### config.mk
export PLATFORM = sky130hd
export DESIGN_NAME = m3i_queue
export DESIGN_NICKNAME = d
export VERILOG_FILES = /design/src/rtl/m3i_pkg.sv /design/src/rtl/m3i_queue.sv
export SDC_FILE = /design/constraint.sdc
export NUM_CORES = 1
export LEC_CHECK = 0
export ABC_AREA = 1
export BUFFER_PORTS_ARGS = -buffer_cell sky130_fd_sc_hd__buf_4
export CAP_MARGIN = 20
export CORE_ASPECT_RATIO = 0.6
export CORE_UTILIZATION = 51
export CTS_CLUSTER_SIZE = 16
export DETAILED_ROUTE_END_ITERATION = 12
export HOLD_SLACK_MARGIN = 0.08
export MAX_ROUTING_LAYER = met4
export PLACE_DENSITY = 0.83
export SYNTH_ARGS = -nofsm -noshare
export SYNTH_HDL_FRONTEND = slang
export SYNTH_SLANG_ARGS = --single-unit
### constraint.sdc
create_clock -name clk -period 1.6 [get_ports clk]
set_clock_uncertainty 0.15 [all_clocks]
set_input_delay 0.16 -clock clk [delete_from_list [all_inputs] [get_ports clk]]
set_output_delay 0.16 -clock clk [all_outputs]
set_load 0.02 [all_outputs]
### src/rtl/m3i_pkg.sv
// ----------------------------------------------------------------------------
// m3i_pkg
// shared constants and types of the 3x3 matrix inverse unit
// ----------------------------------------------------------------------------
`timescale 1ns / 1ps
`default_nettype none

package m3i_pkg;

  localparam int NUM_ELEM    = 9;
  localparam int QUEUE_DEPTH = 4;
  localparam int QUEUE_AW    = 2;

  typedef struct packed {
    logic full;
    logic empty;
  } queue_stat_t;

endpackage

`default_nettype wire

### src/rtl/m3i_queue.sv
// ----------------------------------------------------------------------------
// m3i_queue
// short queue between the cofactor front and the divider back
// ----------------------------------------------------------------------------
`timescale 1ns / 1ps
`default_nettype none

module m3i_queue #(
  parameter int EW = 32
) (
  input  logic                 clk,
  input  logic                 rst,
  input  logic                 push,
  input  logic [EW-1:0]        wr_data,
  input  logic                 pop,
  output logic [EW-1:0]        rd_data,
  output m3i_pkg::queue_stat_t qstat
);
  import m3i_pkg::*;

  logic [EW-1:0]       mem [QUEUE_DEPTH];
  logic [QUEUE_AW-1:0] wp;
  logic [QUEUE_AW-1:0] rp;
  logic [QUEUE_AW:0]   cnt;

  assign qstat.full  = cnt == (QUEUE_AW+1)'(QUEUE_DEPTH);
  assign qstat.empty = cnt == '0;
  assign rd_data     = mem[rp];

  always_ff @(posedge clk) begin
    if (rst) begin
      wp  <= '0;
      rp  <= '0;
      cnt <= '0;
    end else begin
      if (push) begin
        wp <= wp + 1'b1;
      end
      if (pop) begin
        rp <= rp + 1'b1;
      end
      if (push && !pop) begin
        cnt <= cnt + 1'b1;
      end else if (pop && !push) begin
        cnt <= cnt - 1'b1;
      end
    end
  end

  always_ff @(posedge clk) begin
    if (push) begin
      mem[wp] <= wr_data;
    end
  end

endmodule

`default_nettype wire

==> impl_metrics.py, run 1 <==
metrics = {
    "placement": {
        "gp_congestion": 0.8153,
        "io_buffers": 69,
        "dp_slack_ns": 0.02802,
        "postPlaceCellArea_um2": 6018,
        "dpl.hpwl_um": 6516,
        "dp_cells": 574,
    },
    "synth": {
        "ys_seq_area_share_pct": 77.05,
        "synth_area_um2": 5223,
        "synth.distinct_cells": 21,
        "synth_warnings": 0,
        "ys_ff_latch": 137,
        "syn_nets": 409,
        "syn_inst": 367,
        "avgSynthCellArea_um2": 14.23,
    },
    "timing": {
        "worstMarginPinSlew_ns": 0.3602,
        "slew_headroom_pct": 75.99,
        "period_share_pct": 119.4,
        "finalHoldViolCount": 0,
        "tns_ns": -8.544,
        "final_max_slew_viol_count": 0,
        "setup_slack_ns": -0.3111,
        "setup_viol": 32,
        "period_minus_slack_ns": 1.911,
        "fmax_ghz": 0.5233,
        "rsz0062_at_grt": "yes",
    },
    "global_route": {
        "grt_pass1_wl_um": 18400,
        "grt_pass1_vias": 3554,
        "gr-usage-all-layers_pct": 24.76,
        "grt_max_degree": 23,
        "antenna_found_initial": 0,
        "grt.overflow.total": 0,
    },
    "power": {
        "switchingPower_mw": 2.314,
        "pwr-share-clk_pct": 43.0,
        "comb_power_share_pct": 13.9,
        "intPower_mw": 7.319,
        "swShare_pct": 24.02,
        "p_seq_share_pct": 43.2,
        "powerDensity_nw_per_um2": 1279,
        "vdd_ir_drop_max_v": 0.0008785,
        "leakage_nw": 2.789,
    },
    "route": {
        "via_count": 3588,
        "route.detailed.drc": 0,
        "drt_first_pass_iters": 4,
        "vias_per_cell": 5.428,
        "wl_per_cell_um": 19.10,
        "drt-initial-drc-count": 360,
        "drt_wl_total_um": 12630,
        "ant_nets": 0,
    },
    "floorplanning": {
        "pin_count": 70,
        "die_x_um": 132.6,
        "die_y_um": 80.39,
        "design.die.area_um2": 10660,
        "num_rows": 28,
        "core_area_um2": 9915,
        "start_util_pct": 52.68,
    },
    "finish": {
        "nNetsFinal": 555,
        "final_common_cell": "edfxtp_1",
        "area_delta_synth_final_pct": 44.25,
        "utilization_pct": 75.98,
        "layout.cells.non_filler": 661,
        "drive_above_1_share_pct": 37.64,
        "nFillCells": 584,
        "n_antenna_cell": 0,
        "design_area_um2": 7533,
        "layout_common_cells": "edfxtp_1 (128), buf_4 (75), nor2_1 (58)",
    },
    "setup_path": {
        "cp-start-kind": "flop",
        "r2r_slack_ns": 0.06,
        "path_max_fanout": 8,
        "crit_arrival_ns": 1.60,
        "required_ns": 1.29,
        "cp-end-kind": "primary output",
        "crit_type": "flop to primary output",
        "r2r-start": "wp[0]",
        "r2r.worst_path.cells": 5,
    },
    "clock_network": {
        "htreeDepth": 4,
        "worstSkewPairLatency_ns": 0.41,
        "clkTransAtPathRegs_ns": 0.06,
        "cts_tree": "built",
        "cts_root_buf": "clkbuf_16",
        "clock_path_buffers": 2,
        "clock_sinks": 137,
        "numCtsBuffers": 17,
    },
    "worst_hold_path": {
        "holdPathStages": 4,
        "worstHoldStart": "push",
        "min_path_type": "input port to flop",
    },
    "run": {
        "maxCapViolCount": 0,
    },
    "status": {
        "status": "finished with violations",
        "violations": "setup timing",
    },
}
flip-flops by register name, summed over array words and instances, names as in the netlist, named ones only:
signal	flops
mem	128
rp	2
wp	2
cnt	3
layer usage:
metal / part of all wire [%] / vias to the layer above / global-route usage, %
met1: 42 / 1741 / 29.41
met3: 6.6 / 22 / 4.924
met2: 50 / 164 / 42.11
met4: 1.4 / 0 / 10.57
met5: 0 / - / -
li1: - / 1661 / -
critical path, cell delays in order (launching register included):
cell,delay (ns)
dfxtp_4,0.39
buf_6,0.13
buf_12,0.12
buf_16,0.14
o21ai_2,0.06
o22ai_1,0.18
buf_4,0.17
metrics by stage:
stage          total power, mW  hold slack [ns]
2_1_floorplan            4.763          0.08238
3_3_place_gp             5.188           0.1779
3_5_place_dp             5.233           0.1851
4_1_cts                  9.551          0.09409
5_1_grt                  9.914           0.1741
6_report                 9.633           0.1283
cell type report:
| type | instances | area, um^2 | area share, % |
|---|---|---|---|
| Timing Repair inverter | 3 | 26.28 | 0.3488 |
| Sequential cell | 137 | 4031 | 53.51 |
| Multi-Input combinational cell | 194 | 1162 | 15.43 |
| Clock buffer | 17 | 425.4 | 5.647 |
| Timing Repair Buffer | 143 | 1430 | 18.98 |
| Tap cell | 135 | 168.9 | 2.242 |
| Clock inverter | 15 | 197.7 | 2.624 |
| Inverter | 17 | 91.34 | 1.212 |
power by group through the flow:
stage                     Sequential, mW  Combinational [mW]  Clock [mW]
after CTS                           4.16                1.22        4.17
after global placement              4.21               0.974           0
after detailed placement            4.22                1.01           0
final                               4.16                1.34        4.14
after global routing                4.17                1.42        4.32
after floorplan                     4.20               0.559           0
repair_timing:
item,4_1_cts,5_1_grt
gates cloned,5,5
gates resized for setup,53,36
endpoints found under the setup margin,32,32
setup buffers,7,3
pin swaps,15,16
endpoints found under the hold margin,137,0
hold buffers,36,0
Yosys cell counts, drive strengths merged:
cell | instances | area, um^2
a21oi | 3 | 15.01
buf | 18 | 153.9
clkbuf | 1 | 3.750
dfxtp | 9 | 180.2
edfxtp | 128 | 3844
fa | 1 | 20.02
ha | 5 | 62.56
inv | 17 | 71.31
nand2 | 9 | 33.78
nand3 | 1 | 5.000
nand4 | 1 | 6.260
nor2 | 70 | 262.8
nor3 | 2 | 10.01
o21ai | 69 | 345.3
o22ai | 32 | 200.2
xor2 | 1 | 8.760
worst paths after layout:
check	to
worst max-delay path	rd_data[10]
worst min-delay path	cnt[1]
worst max register to register	mem[2][14]
worst min register to register	flop
kinds of logic (layout without fill, tap and decap cells):
group / Yosys count / count (layout) / share of synthesized area [%]
XOR/XNOR: 1 / 1 / 0.1677
AND/OR/NAND/NOR: 83 / 83 / 6.085
flip-flops: 137 / 137 / 77.05
buffers and inverters: 36 / 195 / 4.384
adder cells (fa/ha/maj): 6 / 6 / 1.581
AO/OA/AOI/OAI: 104 / 104 / 10.73
No activity file was read; power rests on OpenSTA's default activity.
==> run 2: changes to the inputs <==
- SETUP_SLACK_MARGIN: default -> 0.5
==> impl_metrics.py, run 2 (synthesized netlist as in run 1, its figures left out) <==
metrics = {
    "setup_path": {
        "path_max_fanout": 15,
        "required_ns": 1.29,
        "endpoint": "rd_data[18]",
        "r2r_slack_ns": -0.01,
        "cp-end-kind": "primary output",
        "r2r-end": "mem[1][23]",
        "crit_arrival_ns": 1.75,
        "r2r-start": "wp[0]",
        "cp-start-kind": "flop",
        "r2r.worst_path.cells": 6,
        "crit_type": "flop to primary output",
    },
    "finish": {
        "final_common_cell": "edfxtp_1",
        "seqCellArea_um2": 4048,
        "utilization_pct": 93.40,
        "multi_input_area_um2": 2295,
        "layout.cells.non_filler": 680,
        "drive_above_1_share_pct": 63.49,
        "area_delta_synth_final_pct": 77.31,
        "reg.largest.list": "mem (128), cnt (3)",
        "largest-register": "mem",
        "nNetsFinal": 575,
        "nFillCells": 234,
        "n_antenna_cell": 0,
        "design_area_um2": 9260,
        "layout_common_cells": "edfxtp_1 (128), buf_4 (53), nor2_4 (40)",
        "largest_reg_flops": 128,
    },
    "timing": {
        "finalHoldViolCount": 0,
        "setup_viol": 47,
        "rsz0062_at_grt": "yes",
        "holdWs_ns": 0.09424,
        "fmax_ghz": 0.4858,
        "final_max_slew_viol_count": 0,
        "period_minus_slack_ns": 2.059,
        "period_share_pct": 128.7,
        "worstMarginPinSlew_ns": 0.4488,
        "setup_slack_ns": -0.4585,
        "slew_headroom_pct": 69.88,
    },
    "floorplanning": {
        "pin_count": 70,
        "start_util_pct": 52.68,
        "design.die.area_um2": 10660,
        "die_x_um": 132.6,
        "die_y_um": 80.39,
        "num_rows": 28,
        "core_area_um2": 9915,
    },
    "power": {
        "vdd_ir_drop_max_v": 0.001140,
        "leakage_nw": 3.182,
        "powerDensity_nw_per_um2": 1118,
    },
    "clock_network": {
        "clkTransAtPathRegs_ns": 0.07,
        "cts_tree": "built",
        "worstSkewPairLatency_ns": 0.44,
        "cts_root_buf": "clkbuf_16",
        "numCtsBuffers": 17,
        "clock_sinks": 137,
        "htreeDepth": 4,
        "clock_path_buffers": 2,
    },
    "status": {
        "status": "finished with violations",
        "violations": "setup timing",
    },
    "placement": {
        "dpl.hpwl_um": 7296,
        "dp_cells": 572,
        "io_buffers": 69,
        "postPlaceCellArea_um2": 7014,
        "gp_congestion": 0.7511,
    },
    "global_route": {
        "antenna_found_initial": 0,
        "grt_pass1_wl_um": 26040,
        "grt.overflow.total": 0,
        "grt_pass1_vias": 4270,
        "grt_max_degree": 17,
        "gr-usage-all-layers_pct": 36.56,
    },
    "route": {
        "ant_nets": 0,
        "via_count": 4382,
        "wl_per_cell_um": 32.25,
        "vias_per_cell": 6.444,
        "route.detailed.drc": 0,
        "drt_first_pass_iters": 5,
        "drt-initial-drc-count": 537,
        "drt_wl_total_um": 21930,
    },
    "worst_hold_path": {
        "min_path_type": "input port to flop",
        "holdPathStages": 5,
    },
    "run": {
        "maxCapViolCount": 0,
    },
}
[run 2: worst min-delay path by stage]
stage | from | end | slack, ns
floorplan | rst | cnt[0] | 0.07
global placement | rst | cnt[0] | 0.17
detailed placement | rst | cnt[0] | 0.17
CTS | pop | cnt[0] | 0.08
global route | pop | cnt[0] | 0.11
finish | pop | cnt[0] | 0.09
[run 2: power by group]
| part | total, mW | leakage (nW) | switching [mW] | internal, mW |
|---|---|---|---|---|
| Clock | 3.94 | 0.273 | 1.67 | 2.26 |
| Combinational | 2.18 | 1.65 | 1.16 | 1.01 |
| Sequential | 4.24 | 1.25 | 0.147 | 4.10 |
| Total | 10.4 | 3.18 | 2.98 | 7.38 |
[run 2: repair_timing]
| action | in CTS | in global routing |
|---|---|---|
| hold buffers | 36 | 0 |
| endpoints found under the hold margin | 137 | 0 |
| setup endpoints to repair | 165 | 170 |
| setup buffers | 16 | 7 |
| cloned | 15 | 3 |
| resized for setup | 112 | 71 |
| pin swaps | 25 | 17 |
[run 2: area by class of cell]
| cell class | instances | area share, % |
|---|---|---|
| sequential | 137 | 43.71 |
| multi-input combinational | 194 | 24.78 |
| timing repair buffer | 166 | 22.47 |
| clock buffer | 17 | 4.594 |
| tap | 135 | 1.824 |
| clock inverter | 14 | 1.446 |
| inverter | 17 | 1.176 |
[run 2: critical path, stage by stage (launching register included)]
cell and delay, ns:
dfxtp_4 0.49, inv_12 0.11, o21ai_1 0.39, o22ai_4 0.15, buf_6 0.16
[run 2: per-stage QoR]
| stage | power, mW | setup TNS (ns) | setup slack (ns) |
|---|---|---|---|
| final | 10.36 | -11.15 | -0.4585 |
| after global routing | 10.51 | -12.17 | -0.4298 |
| after CTS | 9.757 | -8.949 | -0.3018 |
| after detailed placement | 5.660 | 0 | 0.01246 |
| after global placement | 5.605 | 0 | 0.04826 |
| after floorplan | 5.173 | 0 | 0.02005 |
[run 2: metal layers]
layer / wire length (um) / GRT usage (%) / vias to the layer above
li1: - / - / 1705
met1: 7690 / 44.42 / 2193
met2: 10600 / 57.84 / 378
met3: 2375 / 11.11 / 106
met4: 1259 / 15.17 / 0
met5: 0 / - / -
